**src/hdl/mtd_pkg.sv**
```systemverilog
package mtd_pkg;

	// Buffer limit and the widths that follow from it.
	localparam int MaxLen = 20;
	localparam int CntW   = $clog2(MaxLen + 1);

	// Depth of the queue between the front and the back.
	localparam int QDepth = 4;
	localparam int QPtrW  = $clog2(QDepth);
	localparam int QCntW  = $clog2(QDepth + 1);

	// Characters used by the terminal protocol.
	localparam logic [7:0] CH_BS   = 8'h08;
	localparam logic [7:0] CH_LF   = 8'h0A;
	localparam logic [7:0] CH_CR   = 8'h0D;
	localparam logic [7:0] CH_SP   = 8'h20;
	localparam logic [7:0] CH_ZERO = 8'h30;
	localparam logic [7:0] CH_ONE  = 8'h31;
	localparam logic [7:0] CH_X    = 8'h58;

	// Kind of an input beat.
	typedef enum logic {
		CMD_RX     = 1'b0,
		CMD_SAMPLE = 1'b1
	} cmd_t;

	// Kind of work handed from the front to the back.
	typedef enum logic {
		JOB_ECHO  = 1'b0,
		JOB_BURST = 1'b1
	} job_kind_t;

	typedef struct packed {
		job_kind_t       kind;
		logic [7:0]      data;
		logic [CntW-1:0] count;
		logic            led;
	} job_t;

	// Back end sequencer states.
	typedef enum logic [1:0] {
		BK_IDLE,
		BK_ERASE,
		BK_CHAR,
		BK_LF
	} back_state_t;

	typedef struct packed {
		logic idle;
		logic pop;
	} back_status_t;

	// Morse lookup: index is a leading one over the code bits, a dash is a one.
	function automatic logic [7:0] decode_char(input logic [7:0] idx);
		logic [7:0] c;
		unique case (idx)
			8'd2:    c = 8'h65;
			8'd3:    c = 8'h74;
			8'd4:    c = 8'h69;
			8'd5:    c = 8'h61;
			8'd6:    c = 8'h6E;
			8'd7:    c = 8'h6D;
			8'd8:    c = 8'h73;
			8'd9:    c = 8'h75;
			8'd10:   c = 8'h72;
			8'd11:   c = 8'h77;
			8'd12:   c = 8'h64;
			8'd13:   c = 8'h6B;
			8'd14:   c = 8'h67;
			8'd15:   c = 8'h6F;
			8'd16:   c = 8'h68;
			8'd17:   c = 8'h76;
			8'd18:   c = 8'h66;
			8'd20:   c = 8'h6C;
			8'd22:   c = 8'h70;
			8'd23:   c = 8'h6A;
			8'd24:   c = 8'h62;
			8'd25:   c = 8'h78;
			8'd26:   c = 8'h63;
			8'd27:   c = 8'h79;
			8'd28:   c = 8'h7A;
			8'd29:   c = 8'h71;
			8'd32:   c = 8'h35;
			8'd33:   c = 8'h34;
			8'd35:   c = 8'h33;
			8'd39:   c = 8'h32;
			8'd40:   c = 8'h26;
			8'd42:   c = 8'h2B;
			8'd47:   c = 8'h31;
			8'd48:   c = 8'h36;
			8'd49:   c = 8'h3D;
			8'd50:   c = 8'h2F;
			8'd54:   c = 8'h28;
			8'd56:   c = 8'h37;
			8'd60:   c = 8'h38;
			8'd62:   c = 8'h39;
			8'd63:   c = 8'h30;
			8'd76:   c = 8'h3F;
			8'd77:   c = 8'h5F;
			8'd82:   c = 8'h22;
			8'd85:   c = 8'h2E;
			8'd90:   c = 8'h40;
			8'd94:   c = 8'h27;
			8'd97:   c = 8'h2D;
			8'd106:  c = 8'h3B;
			8'd107:  c = 8'h21;
			8'd109:  c = 8'h29;
			8'd115:  c = 8'h2C;
			8'd120:  c = 8'h3A;
			8'd128:  c = 8'h20;
			8'd129:  c = 8'h0A;
			8'd137:  c = 8'h24;
			8'd202:  c = 8'h23;
			8'd210:  c = 8'h25;
			8'd213:  c = 8'h2A;
			8'd217:  c = 8'h5E;
			8'd221:  c = 8'h7E;
			8'd229:  c = 8'h5B;
			8'd234:  c = 8'h5D;
			8'd237:  c = 8'h7B;
			8'd242:  c = 8'h7D;
			8'd245:  c = 8'h3C;
			8'd249:  c = 8'h3E;
			default: c = CH_X;
		endcase
		return c;
	endfunction

endpackage

```
**src/hdl/mtd_front.sv**
```systemverilog
module mtd_front import mtd_pkg::*; (
	input  logic       clk,
	input  logic       arst_n,
	input  logic       s_tvalid,
	output logic       s_tready,
	input  logic       s_tuser,          // cmd
	input  logic [15:0] s_tdata,         // rx_byte [7:0], sample [15:8]
	input  logic       threshold_we,
	input  logic [7:0] threshold_wdata,
	input  logic       q_full,
	output logic       push,
	output job_t       push_job
);

	logic [7:0]      threshold_q;
	logic [6:0]      bits_q;
	logic [CntW-1:0] count_q;
	logic            bad_q;
	logic            omode_q;
	logic            led_q;

	logic            accept;
	cmd_t            cmd;
	logic [7:0]      rx_byte;
	logic [7:0]      sample;
	logic [7:0]      code_idx;
	logic [7:0]      code_char;
	logic            above;
	logic            do_burst;
	logic            do_echo;
	logic            do_store;

	assign s_tready = !q_full;
	assign accept   = s_tvalid && s_tready;
	assign cmd      = cmd_t'(s_tuser);
	assign rx_byte  = s_tdata[7:0];
	assign sample   = s_tdata[15:8];
	assign above    = sample > threshold_q;

	// Classify the beat.
	assign do_burst = accept && (cmd == CMD_SAMPLE) && above && !omode_q && (count_q != '0);
	assign do_echo  = accept && (cmd == CMD_RX) && !omode_q && (rx_byte != 8'h00);
	assign do_store = do_echo && (count_q < CntW'(MaxLen));

	// Character for the stored symbols; only lengths one to seven are in the table.
	assign code_idx = (8'd1 << count_q[2:0]) | {1'b0, bits_q};
	always_comb begin
		if (bad_q || (count_q > CntW'(7))) begin
			code_char = CH_X;
		end else begin
			code_char = decode_char(code_idx);
		end
	end

	// Work for the back end.
	assign push = do_burst || do_echo;
	always_comb begin
		push_job.kind  = do_burst ? JOB_BURST : JOB_ECHO;
		push_job.data  = do_burst ? code_char : rx_byte;
		push_job.count = count_q;
		push_job.led   = do_burst ? 1'b0 : led_q;
	end

	// Threshold register.
	always_ff @(posedge clk or negedge arst_n) begin
		if (!arst_n) begin
			threshold_q <= 8'd128;
		end else if (threshold_we) begin
			threshold_q <= threshold_wdata;
		end
	end

	// Mode and symbol buffer.
	always_ff @(posedge clk or negedge arst_n) begin
		if (!arst_n) begin
			bits_q  <= '0;
			count_q <= '0;
			bad_q   <= 1'b0;
			omode_q <= 1'b0;
			led_q   <= 1'b0;
		end else if (accept) begin
			if (cmd == CMD_SAMPLE) begin
				led_q   <= !above;
				omode_q <= above;
				if (do_burst) begin
					bits_q  <= '0;
					count_q <= '0;
					bad_q   <= 1'b0;
				end
			end else if (do_store) begin
				if ((rx_byte != CH_ZERO) && (rx_byte != CH_ONE)) begin
					bad_q <= 1'b1;
				end
				if (count_q < CntW'(7)) begin
					bits_q <= {bits_q[5:0], rx_byte == CH_ONE};
				end
				count_q <= count_q + CntW'(1);
			end
		end
	end

endmodule

```
**src/hdl/mtd_queue.sv**
```systemverilog
module mtd_queue import mtd_pkg::*; (
	input  logic clk,
	input  logic arst_n,
	input  logic push,
	input  job_t push_job,
	output logic full,
	output logic q_valid,
	output job_t q_job,
	input  logic pop
);

	job_t             mem_q [QDepth];
	logic [QPtrW-1:0] wr_ptr_q;
	logic [QPtrW-1:0] rd_ptr_q;
	logic [QCntW-1:0] count_q;

	assign full    = count_q == QCntW'(QDepth);
	assign q_valid = count_q != '0;
	assign q_job   = mem_q[rd_ptr_q];

	// Entry storage.
	always_ff @(posedge clk) begin
		if (push) begin
			mem_q[wr_ptr_q] <= push_job;
		end
	end

	// Pointers and fill level.
	always_ff @(posedge clk or negedge arst_n) begin
		if (!arst_n) begin
			wr_ptr_q <= '0;
			rd_ptr_q <= '0;
			count_q  <= '0;
		end else begin
			if (push) begin
				wr_ptr_q <= wr_ptr_q + QPtrW'(1);
			end
			if (pop) begin
				rd_ptr_q <= rd_ptr_q + QPtrW'(1);
			end
			if (push && !pop) begin
				count_q <= count_q + QCntW'(1);
			end else if (pop && !push) begin
				count_q <= count_q - QCntW'(1);
			end
		end
	end

endmodule

```
**src/hdl/mtd_back.sv**
```systemverilog
module mtd_back import mtd_pkg::*; (
	input  logic         clk,
	input  logic         arst_n,
	input  logic         q_valid,
	input  job_t         q_job,
	output back_status_t status,
	output logic         m_tvalid,
	input  logic         m_tready,
	output logic [7:0]   tx_byte,
	output logic         mode_led,
	output logic         m_tlast
);

	back_state_t     state_q, state_n;
	logic            valid_q, valid_n;
	logic [7:0]      tx_q, tx_n;
	logic            led_q, led_n;
	logic            last_q, last_n;
	logic [CntW-1:0] rem_q, rem_n;
	logic [1:0]      phase_q, phase_n;
	logic [7:0]      char_q, char_n;
	logic            cled_q, cled_n;
	logic            adv;
	logic            pop;

	assign adv      = !valid_q || m_tready;
	assign m_tvalid = valid_q;
	assign tx_byte  = tx_q;
	assign mode_led = led_q;
	assign m_tlast  = last_q;

	assign status.idle = state_q == BK_IDLE;
	assign status.pop  = pop;

	// Next state and the next output beat.
	always_comb begin
		state_n = state_q;
		valid_n = valid_q;
		tx_n    = tx_q;
		led_n   = led_q;
		last_n  = last_q;
		rem_n   = rem_q;
		phase_n = phase_q;
		char_n  = char_q;
		cled_n  = cled_q;
		pop     = 1'b0;
		if (adv) begin
			valid_n = 1'b0;
			unique case (state_q)
				BK_IDLE: begin
					if (q_valid) begin
						pop     = 1'b1;
						valid_n = 1'b1;
						led_n   = q_job.led;
						if (q_job.kind == JOB_ECHO) begin
							tx_n   = q_job.data;
							last_n = 1'b1;
						end else begin
							tx_n    = CH_BS;
							last_n  = 1'b0;
							rem_n   = q_job.count;
							phase_n = 2'd1;
							char_n  = q_job.data;
							cled_n  = q_job.led;
							state_n = BK_ERASE;
						end
					end
				end
				BK_ERASE: begin
					valid_n = 1'b1;
					led_n   = cled_q;
					last_n  = 1'b0;
					tx_n    = (phase_q == 2'd1) ? CH_SP : CH_BS;
					if (phase_q == 2'd2) begin
						phase_n = 2'd0;
						if (rem_q == CntW'(1)) begin
							state_n = BK_CHAR;
						end else begin
							rem_n = rem_q - CntW'(1);
						end
					end else begin
						phase_n = phase_q + 2'd1;
					end
				end
				BK_CHAR: begin
					valid_n = 1'b1;
					led_n   = cled_q;
					if (char_q == CH_LF) begin
						tx_n    = CH_CR;
						last_n  = 1'b0;
						state_n = BK_LF;
					end else begin
						tx_n    = char_q;
						last_n  = 1'b1;
						state_n = BK_IDLE;
					end
				end
				BK_LF: begin
					valid_n = 1'b1;
					led_n   = cled_q;
					tx_n    = CH_LF;
					last_n  = 1'b1;
					state_n = BK_IDLE;
				end
				default: begin
					state_n = BK_IDLE;
				end
			endcase
		end
	end

	// Control registers.
	always_ff @(posedge clk or negedge arst_n) begin
		if (!arst_n) begin
			state_q <= BK_IDLE;
			valid_q <= 1'b0;
			rem_q   <= '0;
			phase_q <= 2'd0;
		end else begin
			state_q <= state_n;
			valid_q <= valid_n;
			rem_q   <= rem_n;
			phase_q <= phase_n;
		end
	end

	// Output beat and burst payload.
	always_ff @(posedge clk) begin
		tx_q   <= tx_n;
		led_q  <= led_n;
		last_q <= last_n;
		char_q <= char_n;
		cled_q <= cled_n;
	end

endmodule

```
**src/hdl/morse_terminal_decoder_unit.sv**
```systemverilog
// Morse terminal decoder.
// Input stream: s_tuser selects the beat kind (0 = terminal byte in s_tdata[7:0],
// 1 = converter sample in s_tdata[15:8]). Output stream: m_tdata[7:0] is the byte
// for the terminal, m_tdata[8] the mode LED, and m_tlast marks the final byte
// caused by one input beat. threshold_we writes the mode threshold; write it only
// while the block is idle.
// An echoed byte passes through the work queue and the output register. A sample
// that ends a Morse character sends three erase bytes per stored symbol and then
// the character (two bytes for a newline), one byte per cycle while m_tready is high.
// Throughput: one input beat per cycle while the back end keeps up; the front end
// classifies each beat combinationally and the back end sequencer sends one byte per
// cycle while m_tready is high, so a long erase burst fills the four-entry work
// queue and then holds off s_tready until entries drain.
// Reset clears the buffer, selects input mode with the LED off, and sets the
// threshold to 128. When the receiver stalls, the output register holds its beat,
// the back end waits, and the queue fills before the input side stalls.
module morse_terminal_decoder_unit import mtd_pkg::*; (
	input  logic        clk,
	input  logic        arst_n,
	input  logic        s_tvalid,
	output logic        s_tready,
	input  logic        s_tuser,          // cmd
	input  logic [15:0] s_tdata,          // rx_byte [7:0], sample [15:8]
	output logic        m_tvalid,
	input  logic        m_tready,
	output logic [15:0] m_tdata,          // tx_byte [7:0], mode_led [8], zero [15:9]
	output logic        m_tlast,
	input  logic        threshold_we,
	input  logic [7:0]  threshold_wdata
);

	logic         push;
	job_t         push_job;
	logic         q_full;
	logic         q_valid;
	job_t         q_job;
	back_status_t bk_status;
	logic [7:0]   tx_byte;
	logic         mode_led;

	// Front end: handshake, mode tracking and symbol buffer.
	mtd_front u_front (
		.clk             (clk),
		.arst_n          (arst_n),
		.s_tvalid        (s_tvalid),
		.s_tready        (s_tready),
		.s_tuser         (s_tuser),
		.s_tdata         (s_tdata),
		.threshold_we    (threshold_we),
		.threshold_wdata (threshold_wdata),
		.q_full          (q_full),
		.push            (push),
		.push_job        (push_job)
	);

	// Work queue between the two halves.
	mtd_queue u_queue (
		.clk      (clk),
		.arst_n   (arst_n),
		.push     (push),
		.push_job (push_job),
		.full     (q_full),
		.q_valid  (q_valid),
		.q_job    (q_job),
		.pop      (bk_status.pop)
	);

	// Back end: byte sequencer and output register.
	mtd_back u_back (
		.clk      (clk),
		.arst_n   (arst_n),
		.q_valid  (q_valid),
		.q_job    (q_job),
		.status   (bk_status),
		.m_tvalid (m_tvalid),
		.m_tready (m_tready),
		.tx_byte  (tx_byte),
		.mode_led (mode_led),
		.m_tlast  (m_tlast)
	);

	assign m_tdata = {7'd0, mode_led, tx_byte};

	// A burst is only queued when symbols are stored.
	a_burst_nonempty: assert property (@(posedge clk) disable iff (!arst_n)
		push && (push_job.kind == JOB_BURST) |-> push_job.count != '0)
		else $error("burst queued with an empty buffer");

	// An echo taken from the queue shows up as a single final beat.
	a_echo_last: assert property (@(posedge clk) disable iff (!arst_n)
		bk_status.pop && (q_job.kind == JOB_ECHO) |=> m_tvalid && m_tlast)
		else $error("echo did not produce a final beat");

	// Mid-burst the output holds a beat that is not the last.
	a_burst_open: assert property (@(posedge clk) disable iff (!arst_n)
		!bk_status.idle |-> m_tvalid && !m_tlast)
		else $error("burst in progress without a pending beat");

	// Burst bytes carry the output-mode LED value.
	a_burst_led: assert property (@(posedge clk) disable iff (!arst_n)
		!bk_status.idle |-> !m_tdata[8])
		else $error("LED set during a decode burst");

endmodule

```
**config.mk**
```make
export PLATFORM = sky130hd
export DESIGN_NAME = morse_terminal_decoder_unit
export DESIGN_NICKNAME = d
export VERILOG_FILES = /design/src/hdl/mtd_pkg.sv /design/src/hdl/mtd_front.sv /design/src/hdl/mtd_queue.sv /design/src/hdl/mtd_back.sv /design/src/hdl/morse_terminal_decoder_unit.sv
export SDC_FILE = /design/constraint.sdc
export NUM_CORES = 1
export LEC_CHECK = 0
export BUFFER_PORTS_ARGS = -buffer_cell sky130_fd_sc_hd__buf_4
export CORE_ASPECT_RATIO = 0.7
export CORE_MARGIN = 4
export CORE_UTILIZATION = 30
export DETAILED_ROUTE_END_ITERATION = 6
export SLEW_MARGIN = 20
export SYNTH_ARGS = -nofsm -noshare
export SYNTH_HDL_FRONTEND = slang
export SYNTH_SLANG_ARGS = --single-unit
```
**constraint.sdc**
```tcl
create_clock -name clk -period 3 [get_ports clk]
set_clock_uncertainty 0.15 [all_clocks]
set_input_delay 0.15 -clock clk [delete_from_list [all_inputs] [get_ports clk]]
set_output_delay 0.15 -clock clk [all_outputs]
set_load 0.02 [all_outputs]
```
; ---- Yosys cells after proc, flatten, opt, wreduce, memory -nomap -nowiden
; Memories as Yosys holds them, arrays and structs flattened.
; Cells that the tools add are included.
[classes]
add_sub_neg = 7
n_lt_le_gt_ge = 4
n_eq_ne = 17
shift = 1
n_mux = 47
n_bitwise = 2
n_reduce_logical = 40
[op_table]
columns = operator, n
row1 = $mux W8, 5
row2 = $mux W5, 7
row3 = $pmux W8 S4, 1
row4 = $mux W7, 4
row5 = $ne A8 B6 Y1 const B, 2
row6 = $reduce_and A4 Y1, 4
row7 = $mux W1, 15
row8 = $logic_and A1 B1 Y1, 12
row9 = $mux W2, 6
row10 = $pmux W5 S2, 1
row11 = $reduce_bool A2 Y1, 5
row12 = $eq A8 B4 Y1 const B, 1
row13 = $eq A8 B6 Y1 const B, 1
row14 = $gt A8 B8 Y1, 1
row15 = $ne A2 B1 Y1 const B, 4
row16 = $or A8 B7 Y8, 1
row17 = $pmux W2 S4, 1
row18 = $reduce_bool A8 Y1, 1
row19 = $shl A1 B3 Y8 const A, 1
row20 = $add A2 B1 Y2 const B, 3
row21 = $eq A2 B2 Y1 const B, 3
row22 = $logic_not A1 Y1, 6
row23 = $mux W3, 2
row24 = $mux W6, 1
row25 = other kinds (24), 30
[word_totals]
regBits = 59
mem_bits_rw = 60
rom_bits = 1792
output_inout_bits = 19
n_memories = 2
[memory_table]
columns = name, depth, word_bits, rd, rd_ports_with_merged_regs, wr, line_no
row1 = (name not given), 256, 7, 1, 0, 0, mtd_pkg.sv:56  ; unique case (idx)
row2 = u_queue.mem_q, 4, 15, 1, 0, 1, mtd_queue.sv:12  ; job_t mem_q [QDepth];

; ---- Longest topological paths before layout
[depth]
word_depth = 12
ltp_mapped = 15
ltp_nobuf = 13

; ---- By module
; A second synthesis with hierarchy kept.
[hier_totals]
cells_unflattened = 638
hier_area_um2 = 6849.1
[modules_own_cells]
columns = module, instances, cells_per_inst, area_each_um2, seq_area_each_um2
row1 = mtd_front, 1, 393, 2751.4, 576.8
row2 = mtd_queue, 1, 113, 2598.7, 1976.9
row3 = mtd_back, 1, 123, 1435.1, 820.8
row4 = morse_terminal_decoder_unit, 1, 9, 63.8, 0.0

; ---- Worst setup path after synthesis
; Ideal clock, no wire load.
[synth_timing]
path_type = reg2reg
start = register u_front.threshold_q[7]
end = register u_queue.count_q[1]
setup_time_ns = 0.125
arrival_ns = 2.717
required_ns = 2.725
path_slack_ns = 0.008
path_stages_with_launch = 14
n_path_buf = 2
synth_period_minus_slack_ns = 2.992
cell_sequence = dfstp_2 -> inv_1 -> ha_1 -> nand4_1 -> o2111a_1 -> and2_1 -> o31ai_1 -> buf_6 -> nand2b_1 -> clkbuf_1 -> ha_1 -> inv_1 -> fa_1 -> mux2_2
[synth_via]
elab_chain_len = 8
[synth_rtl]
columns = element, line_no
row1 = "start, declared", mtd_front.sv:15  ; logic [7:0] threshold_q;
row2 = "start signal, assigned", mtd_front.sv:69  ; threshold_q <= threshold_wdata;
row3 = $gt A8 B8 Y1 (*), mtd_front.sv:38  ; assign above = sample > threshold_q;
row4 = $logic_and A1 B1 Y1 (*) (3 in a row), mtd_front.sv:41  ; assign do_burst = accept && (cmd == CMD_SAMPLE) && above && !omode_q && (count_q != '0);
row5 = $logic_or A1 B1 Y1 (*), mtd_front.sv:56  ; assign push = do_burst || do_echo;
row6 = via push, morse_terminal_decoder_unit.sv:32  ; logic push;
row7 = $logic_not A1 Y1, mtd_queue.sv:43  ; end else if (pop && !push) begin
row8 = $logic_and A1 B1 Y1, mtd_queue.sv:43
row9 = $reduce_bool A2 Y1 (no line), --
row10 = "end signal, assigned", mtd_queue.sv:42  ; count_q <= count_q + QCntW'(1);
row11 = "end signal, assigned", mtd_queue.sv:44  ; count_q <= count_q - QCntW'(1);
row12 = "end, declared", mtd_queue.sv:15  ; logic [QCntW-1:0] count_q;
; Mark *: on every way through the listed nets, which the timed path passes. The rest lies on a longest branch.
; A chain may end at the register's enable or synchronous reset.

==> run_results.csv <==
group,metric,value,unit
run_status,status,"complete, no violations",
synth,ys_warn_count,0,
clock_tree,clkSlewWorstSetupHoldPaths,60,ps
sta,slew_headroom,0.4804,
synth,postSynthCellCount,640,
clock_tree,cts_buffer_depth,2,
die,start_util,0.3093,
critical_path,crit_arrival,2900,ps
critical_path,crit_required,3000,ps
global_routing,track_usage,0.1491,
synth,synth.distinct_cells,73,
min_path,hold_path.class,"input port to register",
global_routing,grt_pass1_wl,29810,um
detailed_routing,via_count,5654,
global_routing,grt_max_degree,41,
synth,yosysSeqAreaShare,0.4956,
global_routing,antenna_found_initial,0,
clock_tree,cts_tree,"done",
sta,max_freq,345.8,MHz
critical_path,critPathMaxFanout,10,
detailed_routing,antenna_left,0,
clock_tree,htreeDepth,4,
placed_design,dp_cells,1031,
layout,antenna_cells,0,
synth,synth_top_area_frac,0.3484,
detailed_routing,wl_per_cell,17.15,um
die,die_w,188.1,um
detailed_routing,drc_errors,0,
sta,worstMarginPinSlew,779.3,ps
critical_path,reg2reg_from,"u_front.count_q[0]",
layout,layout.nets,836,
critical_path,endpoint_kind,"register",
layout,fin_area,9020,um2
synth,async_flop_share,0.3361,
sta,finalCriticalPeriod,2892,ps
sta,slew_violations,0,
die,core,22010,um2
global_routing,grt_pass1_vias,5358,
synth,synth_area_leaders,"edfxtp_1, dfrtp_1, mux4_2",
critical_path,reg2reg_to,"u_queue.mem_q[3][11]",
run,maxCapViolations,0,
min_path,hold_depth,4,
critical_path,regToRegSetupSlack,110,ps
detailed_routing,post_drt_via_cell_ratio,5.159,
pwr,power_leakage,3.539,nW
min_path,hold_start,"m_tready",
detailed_routing,drtPass1Iterations,5,
placed_design,gp_congestion,0.9686,
pwr,ir_worst_vdd,466.8,uV
placed_design,dpl.hpwl,13730,um
synth,synth_top_area_cell,"edfxtp_1",
placed_design,dpl-instance-area,7974,um2
clock_tree,clock-sinks,119,
placed_design,io_buffers,41,
critical_path,worst_r2r_path_depth,10,
sta,hold_viol_final,0,
critical_path,path_class,"register to register",
global_routing,gr-total-overflow,0,
sta,finalSetupViolations,0,
clock_tree,clkLatencyLatePin,410,ps
synth,synth_area,6809,um2
sta,fin_crit_sh,0.9640,
min_path,holdPathEnd,"u_back.state_q[1]",
synth,synth_edf_count,79,
layout,drive_gt1_frac,0.2958,
layout,layoutNonFillerInstCount,1096,
clock_tree,clockRootBuffer,"clkbuf_16",
pwr,power_density,985.9,nW/um2
detailed_routing,wirelength,18790,um
die,fp.dieH,134.0,um
synth,synth_flop_cell,"edfxtp_1",
pwr,power,8.893,mW
layout,area_growth,32.47,%
die,core.rowCount,45,
die,die-area,25210,um2
synth,ys_ff_latch,119,
critical_path,cp-start-kind,"register",
sta,rsz0062_at_grt,"yes",
sta,hold_slack,27.06,ps
die,ioPinCount,49,
detailed_routing,drt_iter0_markers,560,
synth,syn_avg_cell_area,10.64,um2
clock_tree,cts_buffers,17,
==> cell usage in the layout, fill, tap and decap left out, drive strengths merged, types with 7 or more instances in the layout <==
cell type	synthesis	layout
dfrtp	39	39
mux4	15	15
nand2	57	57
and2	7	7
o21ai	40	40
clkbuf	15	18
o211ai	7	7
nor2b	11	11
xnor2	8	8
nor2	53	53
nor3	12	12
inv	28	30
or2	7	7
a21o	9	9
a211oi	7	7
a21oi	48	48
dlygate4sd3	0	30
nand3	20	20
edfxtp	79	79
ha	26	26
a31oi	12	12
conb	1	7
buf	33	132
==> how the worst max path moves through the flow <==
stage                                 startpoint  depth (start not counted)  slack (ps)                   end
after global routing          u_front.count_q[0]                         10         -30  u_queue.mem_q[0][11]
after global placement        u_front.count_q[0]                         12         -70  u_queue.mem_q[1][12]
after detailed placement      u_front.count_q[0]                         12         -30  u_queue.mem_q[0][12]
after floorplan           u_front.threshold_q[7]                         13           8    u_queue.count_q[1]
final                         u_front.count_q[0]                         10         110  u_queue.mem_q[3][11]
after CTS                     u_front.count_q[0]                         13         0.3  u_queue.mem_q[0][12]
==> per-stage QoR <==
stage               utilization  setup WS, ps  setup TNS (ps)
finish                   0.4097         108.1               0
global route             0.4097        -26.54          -108.4
CTS                      0.4012        0.3488               0
detailed placement       0.3622        -28.01          -112.0
global placement         0.3622        -70.80          -427.1
floorplan                     -         8.453               0
==> cells by family after synthesis <==
family                   Yosys count  synth area share
AO/OA/AOI/OAI                    183            0.1788
flip-flops                       119            0.4956
XOR/XNOR                          11           0.01415
buffers and inverters             76           0.05329
other                              1         0.0005507
multiplexers                      21           0.05935
adder cells (fa/ha/maj)           27           0.05072
AND/OR/NAND/NOR                  202            0.1476
==> what timing repair did <==
item                                   4_1_cts  5_1_grt
endpoints found under the hold margin       55        6
buffers inserted                             0        4
hold buffers                                28        2
pin swaps                                    2       17
setup endpoints to repair                    7       71
cloned                                       0        0
resized for setup                            3       33
==> registers in the layout (all words and copies together) (netlist names) <==
| register | count |
|---|---|
| u_front.led_q | 1 |
| u_front.bad_q | 1 |
| u_back.cled_q | 1 |
| u_front.omode_q | 1 |
| u_back.m_tlast | 1 |
| u_back.m_tvalid | 1 |
| u_back.rem_q | 5 |
| u_queue.wr_ptr_q | 2 |
| u_back.char_q | 8 |
| u_back.phase_q | 2 |
| u_front.threshold_q | 8 |
| u_front.count_q | 5 |
| u_back.mode_led | 1 |
| u_queue.count_q | 3 |
| u_front.bits_q | 7 |
| u_queue.mem_q | 60 |
| u_back.tx_byte | 8 |
| u_queue.rd_ptr_q | 2 |
| u_back.state_q | 2 |
==> layer usage <==
metal | track usage | part of all wire | up-vias
met3 | 0.04058 | 0.080 | 29
met5 | 0 | 0 | -
met2 | 0.2087 | 0.41 | 266
met4 | 0.03504 | 0.014 | 0
met1 | 0.2276 | 0.49 | 2695
li1 | - | - | 2664
==> Yosys cell counts, types with 6 or more instances <==
| cell | instances |
|---|---|
| nand2_1 | 57 |
| o211ai_1 | 7 |
| nor3b_1 | 6 |
| o21ai_0 | 37 |
| ha_1 | 26 |
| nor2b_1 | 9 |
| buf_4 | 10 |
| inv_1 | 26 |
| xnor2_1 | 8 |
| edfxtp_1 | 79 |
| a31o_2 | 6 |
| o22ai_1 | 6 |
| nor3_1 | 12 |
| a21oi_1 | 45 |
| and2_1 | 7 |
| nor2_1 | 52 |
| a211oi_1 | 7 |
| clkbuf_1 | 15 |
| buf_2 | 20 |
| a21o_1 | 9 |
| nand2b_1 | 6 |
| a31oi_1 | 12 |
| mux4_2 | 15 |
| dfrtp_1 | 39 |
| nand3_1 | 20 |
==> area by class of cell <==
cell class                 count  area, um2
fill                        2096      13000
sequential                   119       3374
clock buffer                  18      429.2
clock inverter                13      131.4
multi-input combinational    451       3253
tap                          305      381.6
timing repair buffer         162       1345
inverter                      28      105.1
==> critical path, cell delays in order, from the launching register on <==
cell and delay, ps:
dfrtp_1 400, buf_4 150, ha_1 210, ha_2 200, nor2_2 200, buf_4 220
xnor2_2 190, o21ai_0 170, a221o_1 340, a21oi_1 290, o31ai_4 120
==> where the power goes <==
part / leakage (nW) / switching [mW] / internal [mW]
sequential: 1.22 / 0.207 / 2.24
clock: 0.267 / 0.733 / 1.21
combinational: 2.05 / 2.49 / 2.01
total: 3.54 / 3.43 / 5.47
Note: power is estimated with default switching activity, not from simulation.
